==> src/hw/rtl/ilir_pkg.sv <==
// Package for the indexed list block: sizes, command and status codes,
// cell control types. No dependencies.

package ilir_pkg;

   // Number of cells in the list.
   localparam int DEPTH     = 32;
   localparam int DATA_W    = 32;
   localparam int CMD_W     = 3;
   localparam int INDEX_W   = 6;
   localparam int STATUS_W  = 2;
   localparam int COUNT_W   = 6;
   // Internal count must hold DEPTH itself.
   localparam int CNT_W     = $clog2(DEPTH + 1);
   localparam int IDX_W     = (DEPTH > 1) ? $clog2(DEPTH) : 1;
   localparam int CMP_W     = (CNT_W > INDEX_W) ? CNT_W : INDEX_W;

   typedef enum logic [CMD_W-1:0] {
      CMD_APPEND = 3'd0,
      CMD_INSERT = 3'd1,
      CMD_REMOVE = 3'd2,
      CMD_CLEAR  = 3'd3,
      CMD_DUMP   = 3'd4
   } cmd_type;

   typedef enum logic [STATUS_W-1:0] {
      STAT_OK    = 2'd0,
      STAT_RANGE = 2'd1,
      STAT_FULL  = 2'd2
   } status_type;

   // What every cell does in one cycle.
   typedef enum logic [1:0] {
      CELL_HOLD   = 2'd0,
      CELL_INSERT = 2'd1,
      CELL_REMOVE = 2'd2,
      CELL_ROTATE = 2'd3
   } cell_op_type;

   // Control word broadcast to the whole row of cells.
   typedef struct packed {
      cell_op_type              op;
      logic [CNT_W-1:0]         pos;
      logic [CNT_W-1:0]         cnt;
      logic signed [DATA_W-1:0] value;
   } cell_ctl_type;

   typedef enum logic {
      S_IDLE = 1'b0,
      S_DUMP = 1'b1
   } state_type;

endpackage

==> src/hw/rtl/indexed_list_insert_remove.sv <==
// A command's result word is registered and appears in the cycle after acceptance; the
// first word of a non-empty dump goes via the dump state, then the output register.
// Throughput: one command per cycle while the output is not stalled, except dump, which
// gives one word per element (one word when empty); the row of cells rotates by one per
// word sent, so a dump holds the input until its last word is sent. Reset clears the
// count, the state and the output valid flag; cell contents stay undefined until written.
// Top level: command decode, dump sequencer, output register and the cell row.

module indexed_list_insert_remove
   import ilir_pkg::*;
(
   input  logic        clock,
   input  logic        reset,
   // req_tdata: command[2:0], index[8:3], value[40:9], zeros[47:41]
   input  logic [47:0] req_tdata,
   input  logic        req_tvalid,
   output logic        req_tready,
   // rsp_tdata: element[31:0], count[37:32], zeros[39:38]
   output logic [39:0] rsp_tdata,
   // rsp_tuser: status[1:0]
   output logic [1:0]  rsp_tuser,
   output logic        rsp_tlast,
   output logic        rsp_tvalid,
   input  logic        rsp_tready
);

   // Input field unpacking.
   cmd_type                  req_cmd;
   logic [INDEX_W-1:0]       req_index;
   logic signed [DATA_W-1:0] req_value;

   assign req_cmd   = cmd_type'(req_tdata[2:0]);
   assign req_index = req_tdata[8:3];
   assign req_value = req_tdata[40:9];

   state_type                state_ff, state_in;
   logic [CNT_W-1:0]         count_ff, count_in;
   logic [CNT_W-1:0]         dump_idx_ff, dump_idx_in;
   logic                     rsp_valid_ff, rsp_valid_in;
   status_type               rsp_status_ff, rsp_status_in;
   logic signed [DATA_W-1:0] rsp_element_ff, rsp_element_in;
   logic [COUNT_W-1:0]       rsp_count_ff, rsp_count_in;
   logic                     rsp_last_ff, rsp_last_in;

   cell_ctl_type             ctl;
   logic signed [DATA_W-1:0] cell_q [DEPTH];

   logic                     out_free;
   logic                     accept;
   logic                     dump_step;
   logic                     dump_end;
   logic [CMP_W-1:0]         idx_cmp;
   logic [CMP_W-1:0]         cnt_cmp;
   logic                     full;

   assign out_free  = !rsp_valid_ff || rsp_tready;
   assign accept    = req_tvalid && req_tready;
   assign dump_step = (state_ff == S_DUMP) && out_free;
   assign dump_end  = (dump_idx_ff + CNT_W'(1)) == count_ff;
   assign idx_cmp   = CMP_W'(req_index);
   assign cnt_cmp   = CMP_W'(count_ff);
   assign full      = count_ff >= CNT_W'(DEPTH);

   // Next state.
   always_comb begin
      state_in = state_ff;
      unique case (state_ff)
         S_IDLE: begin
            if (accept && req_cmd == CMD_DUMP && count_ff != '0) begin
               state_in = S_DUMP;
            end
         end
         S_DUMP: begin
            if (dump_step && dump_end) begin
               state_in = S_IDLE;
            end
         end
         default: begin
            state_in = S_IDLE;
         end
      endcase
   end

   // Handshake, cell control, count and output register.
   always_comb begin
      req_tready     = (state_ff == S_IDLE) && out_free;
      ctl.op         = CELL_HOLD;
      ctl.pos        = count_ff;
      ctl.cnt        = count_ff;
      ctl.value      = req_value;
      count_in       = count_ff;
      dump_idx_in    = dump_idx_ff;
      rsp_valid_in   = out_free ? 1'b0 : rsp_valid_ff;
      rsp_status_in  = rsp_status_ff;
      rsp_element_in = rsp_element_ff;
      rsp_count_in   = rsp_count_ff;
      rsp_last_in    = rsp_last_ff;

      if (accept) begin
         rsp_valid_in   = 1'b1;
         rsp_status_in  = STAT_OK;
         rsp_element_in = '0;
         rsp_last_in    = 1'b1;
         unique case (req_cmd)
            CMD_APPEND: begin
               if (full) begin
                  rsp_status_in = STAT_FULL;
               end else begin
                  ctl.op   = CELL_INSERT;
                  count_in = count_ff + CNT_W'(1);
               end
            end
            CMD_INSERT: begin
               if (idx_cmp > cnt_cmp) begin
                  rsp_status_in = STAT_RANGE;
               end else if (full) begin
                  rsp_status_in = STAT_FULL;
               end else begin
                  ctl.op   = CELL_INSERT;
                  ctl.pos  = CNT_W'(idx_cmp);
                  count_in = count_ff + CNT_W'(1);
               end
            end
            CMD_REMOVE: begin
               if (idx_cmp >= cnt_cmp) begin
                  rsp_status_in = STAT_RANGE;
               end else begin
                  ctl.op   = CELL_REMOVE;
                  ctl.pos  = CNT_W'(idx_cmp);
                  count_in = count_ff - CNT_W'(1);
               end
            end
            CMD_CLEAR: begin
               count_in = '0;
            end
            CMD_DUMP: begin
               // A non-empty dump is sent by the sequencer instead.
               dump_idx_in = '0;
               if (count_ff != '0) begin
                  rsp_valid_in = 1'b0;
               end
            end
            default: begin
               rsp_status_in = STAT_OK;
            end
         endcase
         rsp_count_in = COUNT_W'(count_in);
      end else if (dump_step) begin
         // Emit the head cell and rotate the row by one.
         ctl.op         = CELL_ROTATE;
         dump_idx_in    = dump_idx_ff + CNT_W'(1);
         rsp_valid_in   = 1'b1;
         rsp_status_in  = STAT_OK;
         rsp_element_in = cell_q[0];
         rsp_count_in   = COUNT_W'(count_ff);
         rsp_last_in    = dump_end;
      end
   end

   // Control registers.
   always_ff @(posedge clock) begin
      if (reset) begin
         state_ff     <= S_IDLE;
         count_ff     <= '0;
         dump_idx_ff  <= '0;
         rsp_valid_ff <= 1'b0;
      end else begin
         state_ff     <= state_in;
         count_ff     <= count_in;
         dump_idx_ff  <= dump_idx_in;
         rsp_valid_ff <= rsp_valid_in;
      end
   end

   // Output payload registers.
   always_ff @(posedge clock) begin
      rsp_status_ff  <= rsp_status_in;
      rsp_element_ff <= rsp_element_in;
      rsp_count_ff   <= rsp_count_in;
      rsp_last_ff    <= rsp_last_in;
   end

   assign rsp_tvalid = rsp_valid_ff;
   assign rsp_tdata  = {2'b00, rsp_count_ff, rsp_element_ff};
   assign rsp_tuser  = rsp_status_ff;
   assign rsp_tlast  = rsp_last_ff;

   // Row of cells, each wired to its neighbors.
   for (genvar j = 0; j < DEPTH; j++) begin : g_cell
      logic signed [DATA_W-1:0] low_val;
      logic signed [DATA_W-1:0] high_val;

      if (j == 0) begin : g_low_edge
         assign low_val = '0;
      end else begin : g_low_link
         assign low_val = cell_q[j-1];
      end

      if (j == DEPTH - 1) begin : g_high_edge
         assign high_val = '0;
      end else begin : g_high_link
         assign high_val = cell_q[j+1];
      end

      ilir_cell u_cell (
         .clock    (clock),
         .ctl      (ctl),
         .cell_idx (IDX_W'(j)),
         .low_val  (low_val),
         .high_val (high_val),
         .head_val (cell_q[0]),
         .cell_val (cell_q[j])
      );
   end

`ifndef NO_ASSERTIONS
   // The count never passes the number of cells.
   a_count_bound: assert property (@(posedge clock) disable iff (reset)
      count_ff <= CNT_W'(DEPTH))
      else $error("element count above depth");

   // While dumping, the position stays below the count and no command is taken.
   a_dump_idx: assert property (@(posedge clock) disable iff (reset)
      (state_ff == S_DUMP) |-> (dump_idx_ff < count_ff && !req_tready))
      else $error("dump position out of range or input open");

   // An error status is always the only word of its command.
   a_err_last: assert property (@(posedge clock) disable iff (reset)
      (rsp_tvalid && rsp_tuser != STAT_OK) |-> rsp_tlast)
      else $error("error status on a non-final word");

   // The count does not change while a dump is in progress.
   a_dump_count: assert property (@(posedge clock) disable iff (reset)
      (state_ff == S_DUMP) |=> $stable(count_ff))
      else $error("count changed during dump");
`endif

endmodule

==> src/hw/rtl/ilir_cell.sv <==
// One cell of the list: holds one element and shifts with its neighbors.
// Depends on ilir_pkg.

module ilir_cell
   import ilir_pkg::*;
(
   input  logic                     clock,
   input  cell_ctl_type             ctl,
   input  logic [IDX_W-1:0]         cell_idx,
   input  logic signed [DATA_W-1:0] low_val,
   input  logic signed [DATA_W-1:0] high_val,
   input  logic signed [DATA_W-1:0] head_val,
   output logic signed [DATA_W-1:0] cell_val
);

   logic signed [DATA_W-1:0] cell_ff;
   logic signed [DATA_W-1:0] cell_in;
   logic [CNT_W-1:0]         pos_j;
   logic [CNT_W-1:0]         pos_j1;

   assign pos_j  = CNT_W'(cell_idx);
   assign pos_j1 = pos_j + CNT_W'(1);

   // Pick the next element from the broadcast control word.
   always_comb begin
      cell_in = cell_ff;
      case (ctl.op)
         CELL_INSERT: begin
            if (pos_j == ctl.pos) begin
               cell_in = ctl.value;
            end else if (pos_j > ctl.pos && pos_j <= ctl.cnt) begin
               cell_in = low_val;
            end
         end
         CELL_REMOVE: begin
            if (pos_j >= ctl.pos && pos_j1 < ctl.cnt) begin
               cell_in = high_val;
            end
         end
         CELL_ROTATE: begin
            // The head wraps around to the last occupied cell.
            if (pos_j1 < ctl.cnt) begin
               cell_in = high_val;
            end else if (pos_j1 == ctl.cnt) begin
               cell_in = head_val;
            end
         end
         default: begin
            cell_in = cell_ff;
         end
      endcase
   end

   always_ff @(posedge clock) begin
      cell_ff <= cell_in;
   end

   assign cell_val = cell_ff;

endmodule

==> config.mk <==
export PLATFORM = sky130hd
export DESIGN_NAME = indexed_list_insert_remove
export DESIGN_NICKNAME = d
export VERILOG_FILES = /design/src/hw/rtl/ilir_pkg.sv /design/src/hw/rtl/indexed_list_insert_remove.sv /design/src/hw/rtl/ilir_cell.sv
export SDC_FILE = /design/constraint.sdc
export NUM_CORES = 2
export LEC_CHECK = 0
export BUFFER_PORTS_ARGS = -buffer_cell sky130_fd_sc_hd__buf_2
export CAP_MARGIN = 0
export CORE_MARGIN = 1.5
export CORE_UTILIZATION = 45
export DETAILED_ROUTE_END_ITERATION = 6
export PLACE_DENSITY = 0.61
export SKIP_LAST_GASP = 1
export SYNTH_ARGS = -nofsm -noshare
export SYNTH_HDL_FRONTEND = slang
export SYNTH_SLANG_ARGS = --single-unit
==> constraint.sdc <==
create_clock -name clock -period 25.2 [get_ports clock]
set_clock_uncertainty 0.05 [all_clocks]
set_input_delay 6.3 -clock clock [delete_from_list [all_inputs] [get_ports clock]]
set_output_delay 6.3 -clock clock [all_outputs]
set_load 0.01 [all_outputs]
# Yosys cells after proc, flatten, opt, wreduce, memory -nomap -nowiden

Cells that the tools add are included.

Order comparisons: 131
Mux-type cells: 223
Bitwise gates (word level): 1
Reduce and logical (&&, ||, !) cells: 111
Equality and inequality tests: 167
Add/sub/neg operators: 3

Operators with widths:

| operator             | number |
|---|---|
| $mux W32             | 159 |
| $pmux W32 S3         | 32 |
| $eq A5 B6 Y1 const A | 32 |
| $ne A3 B1 Y1 const B | 63 |
| $reduce_and A4 Y1    | 32 |
| $eq A4 B6 Y1 const A | 16 |
| $ge A5 B6 Y1 const A | 16 |
| $gt A5 B6 Y1 const A | 16 |
| $le A5 B6 Y1 const A | 16 |
| $lt A5 B6 Y1 const A | 16 |
| $logic_and A1 B1 Y1  | 70 |
| $ne A2 B1 Y1 const B | 34 |
| $mux W6              | 9 |
| $eq A3 B6 Y1 const A | 8 |
| $ge A4 B6 Y1 const A | 8 |
| $gt A4 B6 Y1 const A | 8 |
| $le A4 B6 Y1 const A | 8 |
| $lt A4 B6 Y1 const A | 8 |
| $eq A2 B6 Y1 const A | 4 |
| $ge A3 B6 Y1 const A | 4 |
| $gt A3 B6 Y1 const A | 4 |
| $le A3 B6 Y1 const A | 4 |
| $lt A3 B6 Y1 const A | 4 |
| $pmux W6 S4          | 1 |
| 38 further kinds     | 64 |

Register bits: 1079
Logic and storage cells: 676
Output and inout port bits: 45
Input port bits: 52

# Depth between registers and ports, before layout

Depth after elaboration: 10
Depth in mapped cells: 17

# Cells and area by module

From an unflattened synthesis, not the netlist that was laid out.

Cell total of the unflattened synthesis: 8326
Area total of the unflattened synthesis: 82764.4 sq um

By module, submodules not included:

| module                            | area each (sq um) | sequential area each (sq um) | cells an instance | instances |
|---|---|---|---|---|
| ilir_cell at g_cell[0].u_cell ... | 2366.0            | 960.9                        | 251               | 20 |
| ilir_cell at g_cell[1].u_cell ... | 2730.1            | 960.9                        | 252               | 12 |
| indexed_list_insert_remove        | 2682.6            | 1181.1                       | 282               | 1 |

# Worst setup path before layout

Ideal clock, no wire load.

Kind: input to register
From: input port req_tdata[3]
To: register g_cell[14].u_cell.cell_ff[0], enable pin
Data arrival time: 13.615 ns
Setup slack: 10.940 ns
Data required time: 24.555 ns
Setup time: 0.595 ns
Cell stages on the path: 12
Buffers on the path: 2
Path through: inv_1 > ha_1 > nand2b_1 > a21o_1 > a21oi_1 > o32ai_2 > a221o_1 > buf_4 > buf_4 > nor2_2 > o221ai_1 > a2111oi_0

Word-level cells in the longest chain between the ends: 8
Elaborated cells on any way between the ends: 22

RTL lines:

| element                                                | line                                                                 | source |
|---|---|---|
| from (decl)                                            | indexed_list_insert_remove.sv:15                                     | `input logic [47:0] req_tdata,` |
| $ge A6 B6 Y1, or another cell as far along             | indexed_list_insert_remove.sv:125                                    | `if (idx_cmp >= cnt_cmp) begin` |
| $mux W8, on equally long branches                      | indexed_list_insert_remove.sv:125, indexed_list_insert_remove.sv:114 |  |
| $pmux W6 S2                                            | indexed_list_insert_remove.sv:104                                    | `unique case (req_cmd)` |
| $mux W6                                                | indexed_list_insert_remove.sv:99                                     | `if (accept) begin` |
| $gt A4 B6 Y1 or $ge A4 B6 Y1 (tied branches)           | ilir_cell.sv:31, ilir_cell.sv:36                                     |  |
| $logic_and A1 B1 Y1, on equally long branches          | ilir_cell.sv:31, ilir_cell.sv:36                                     |  |
| $ne A3 B1 Y1 (no line) or $ne A2 B1 Y1 (tied branches) | --                                                                   |  |
| $reduce_and A4 Y1 (no line) *                          | --                                                                   |  |
| to (signal assigned)                                   | ilir_cell.sv:55                                                      | `cell_ff <= cell_in;` |
| to (decl)                                              | ilir_cell.sv:16                                                      | `logic signed [DATA_W-1:0] cell_ff;` |

Every way passes the cells marked *; elsewhere a longest branch is shown, timed or not.
A chain may end at the register's enable or synchronous reset.

# Final worst setup path

From: input port rsp_tready
To: output port req_tready

Word-level cells in the longest chain between the ends: 2

RTL lines:

| element             | line                             | source |
|---|---|---|
| from (decl)         | indexed_list_insert_remove.sv:24 | `input logic rsp_tready` |
| $logic_or A1 B1 Y1  | indexed_list_insert_remove.sv:56 | `assign out_free = !rsp_valid_ff \|\| rsp_tready;` |
| $logic_and A1 B1 Y1 | indexed_list_insert_remove.sv:86 | `req_tready = (state_ff == S_IDLE) && out_free;` |
| to (decl)           | indexed_list_insert_remove.sv:17 | `output logic req_tready,` |

Every way passes these cells.

==> impl_metrics.env <==
export IMPL_status="finished, final reports clean"
export IMPL_arrival_ns=6.87
export IMPL_grt_max_degree=218
export IMPL_met1_usage_pct=49.4
export IMPL_cpLargestDelayFamily="simple AND/OR/NAND/NOR gates"
export IMPL_pwr_share_seq_pct=51.0
export IMPL_holdWs_ns=0.403
export IMPL_hold_viol=0
export IMPL_critPathSlowestCell="nor2b_1"
export IMPL_instances_no_fill=7020
export IMPL_grt_busiest_layer="met2"
export IMPL_drive_gt1_share_pct=12.3
export IMPL_nNetsFinal=5221
export IMPL_maxCapViolations=0
export IMPL_overflow=0
export IMPL_worst_path_buf_inv=2
export IMPL_crit_type="in -> out"
export IMPL_crit_fanout=2
export IMPL_dpl_hpwl_mm=158
export IMPL_fp_dieW_um=371
export IMPL_p_per_area_mw_per_mm2=60.5
export IMPL_cts_tree="yes"
export IMPL_required_ns=18.85
export IMPL_io_buffers=87
export IMPL_hold_buffers=0
export IMPL_period_needed_ns=13.22
export IMPL_die_area_mm2=0.137
export IMPL_insertion_delay_ns=0.78
export IMPL_critical_path_depth=4
export IMPL_grt_use_total_pct=37.2
export IMPL_clk_pin_slew_ns=0.06
export IMPL_avgViaCountPerCell=7.33
export IMPL_die_h_um=371
export IMPL_use_met3_pct=14.6
export IMPL_irDropWorstVdd_uv=62.2
export IMPL_drc=0
export IMPL_synth_edf_count=1032
export IMPL_pwr_share_comb_pct=7.4
export IMPL_place_inst=6806
export IMPL_coreArea_mm2=0.134
export IMPL_hold_class="reg -> reg"
export IMPL_worst_r2r_cell_count=13
export IMPL_synth_largest_area_cell="edfxtp_1"
export IMPL_worstMarginPinSlew_ns=1.47
export IMPL_antenna_found_initial=7
export IMPL_fin_setup_tns_ns=0
export IMPL_ys_top_cells_by_area="edfxtp_1 51%, a22oi_1 11%, mux2i_1 11%"
export IMPL_drt_wirelength_per_cell_um=37.4
export IMPL_htreeDepth=3
export IMPL_p_sw_mw=1.02
export IMPL_cp_common_cell="buf_2"
export IMPL_rows=134
export IMPL_gr_usage_met2_pct=51.6
export IMPL_finalSetupViolCount=0
export IMPL_multi_input_area_mm2=0.0264
export IMPL_vias=51500
export IMPL_worstSetupEndpointType="output port"
export IMPL_cp_slowest_stage_delay_ns=0.23
export IMPL_place_congestion=1.05
export IMPL_rsz0062_at_grt="false"
export IMPL_cts_made_buffers=118
export IMPL_start_kind="input pin"
export IMPL_cts_root_buffer="clkbuf_16"
export IMPL_pin_count=97
export IMPL_yosysWarnings=0
export IMPL_yosysSeqAreaShare_pct=52.5
export IMPL_ys_ff_latch=1079
export IMPL_cp_cell_sequence="buf_2 -> nor2b_1 -> nor2_1 -> buf_2"
export IMPL_max_freq_mhz=75.6
export IMPL_nFillCells=12200
export IMPL_regArea_mm2=0.0319
export IMPL_syn_inst=5424
export IMPL_cts_setup_buffers=0
export IMPL_synthFlopType="edfxtp_1"
export IMPL_total_power_mw=4.00
export IMPL_syn_area_per_cell_um2=11.2
export IMPL_drt_iter0_drc=8051
export IMPL_synthArstFlopShare_pct=0
export IMPL_synth_top_cell_area_share_pct=50.9
export IMPL_clock_sinks=1079
export IMPL_synth_area_mm2=0.0609
export IMPL_fin_crit_sh_pct=52.5
export IMPL_internal_power_mw=2.98
export IMPL_wl_mm=262
export IMPL_cts_buffer_depth=3
export IMPL_clock_power_share_pct=41.7
export IMPL_power_leakage_nw=21.7
export IMPL_initial_core_util_pct=45.5
export IMPL_grt_pass1_wl_mm=368
export IMPL_synthToLayoutAreaGrowth_pct=8.79
export IMPL_slew_headroom_pct=2.08
export IMPL_cts_resized=0
export IMPL_firstDrtPassIters=6
export IMPL_grt_pass1_vias=48400
export IMPL_ys_types=89
export IMPL_slew_violations=0
export IMPL_swShare_pct=25.5
export IMPL_ant_nets=0
export IMPL_holdPathStages=2
## metal layers
layer | wire, µm | up-vias | share of wire (%)
li1 | - | 21100 | -
met1 | 99300 | 25800 | 38
met4 | 16900 | 2 | 6.5
met5 | 12 | - | 0.0046
met2 | 107000 | 3955 | 41
met3 | 38900 | 637 | 15
## area by class of cell
type / count / area share (%)
flip-flops and latches: 1079 / 48.2
multi-input cells: 3643 / 39.9
clock buffers: 151 / 4.81
well taps: 1768 / 3.34
repair buffers: 304 / 3.16
clock inverters: 58 / 0.527
inverters: 12 / 0.0680
diodes: 5 / 0.0189
## cells in the mapped netlist (13+ instances only)
cell / number
nand4_1: 13
o21ai_0: 447
nor2_1: 90
nand2_1: 191
a31oi_1: 14
nand3_1: 370
mux2i_1: 643
clkbuf_1: 504
a22o_1: 45
buf_6: 42
a21oi_1: 73
a22oi_1: 929
o211ai_2: 50
o21ai_1: 259
buf_2: 42
dfxtp_1: 47
edfxtp_1: 1032
buf_4: 46
and2_1: 24
a221o_1: 37
buf_1: 57
o211ai_1: 279
## worst register-to-register path, cell delays in order (launching register included)
cell and delay (ns):
dfxtp_1 0.30, buf_4 0.40, inv_1 0.09, buf_4 0.23
ha_1 0.34, a21oi_1 0.19, o21ai_1 0.17, a21oi_1 0.54
nand3_2 0.84, nand2_4 0.78, buf_4 0.88, buf_4 0.99
buf_4 0.88, o21ai_0 0.29
## through the flow
stage | cell area, µm² | worst slack, ns | utilization [%]
finish | 66200 | 11.98 | 49.5
global route | 66200 | 11.89 | 49.5
CTS | 66200 | 11.98 | 49.5
detailed placement | 62700 | 11.98 | 46.8
global placement | 62700 | 11.98 | 46.8
floorplan | 60900 | 10.94 | -
## cells by family after synthesis
group | after synthesis | share of synthesized area, %
other cells | 1 | 0.00616
fa+ha+maj | 11 | 0.226
simple gates | 767 | 6.30
flops | 1079 | 52.5
compound gates | 2205 | 25.0
buf+inv | 703 | 5.22
mux | 647 | 10.7
xor+xnor | 11 | 0.158
## path summary, 6_finish.rpt
path	slack, ns	from	to
worst max-delay path	11.98	rsp_tready	req_tready
worst max register to register	17.95	cnt_cmp[5]	g_cell[2].u_cell.cell_val[1]
worst min-delay path	0.40	rsp_element_ff[12]	rsp_element_ff[12]
worst min register to register	0.40	rsp_element_ff[12]	rsp_element_ff[12]
## placed cells by master (no fill, tap or decap), types with 9 or more instances in the layout
cell type	count
a22oi_1	929
a21oi_4	11
o21ai_2	16
dfxtp_1	47
mux2i_1	643
nand3_1	369
buf_2	87
clkbuf_16	122
a21oi_1	58
a221o_1	37
clkbuf_1	27
o211ai_1	279
nand4_1	13
nor2_2	17
inv_1	11
clkinv_1	34
a31oi_1	13
o21ai_0	444
clkinv_2	14
nor2_1	69
buf_4	215
and2_1	21
nand2_1	185
ha_1	11
a22o_1	45
o22ai_1	10
o211ai_2	50
o21ai_1	240
o21ai_4	9
edfxtp_1	1032
## power groups by stage
stage               logic (mW)  clock network (mW)  registers (mW)
floorplan                0.152                   0            2.06
global placement         0.276                   0            2.08
detailed placement       0.280                   0            2.08
CTS                      0.281                1.67            2.04
global route             0.302                1.73            2.04
finish                   0.295                1.67            2.04
## flip-flops by register name, indices dropped and copies added (netlist names)
name	cells
dump_idx_ff	6
rsp_element_ff	32
state_ff	1
rsp_count_ff	6
rsp_tlast	1
g_cell.u_cell.cell_val	1024
rsp_tuser	2
rsp_tvalid	1
cnt_cmp	6
Note: power is estimated with default switching activity, not from simulation.
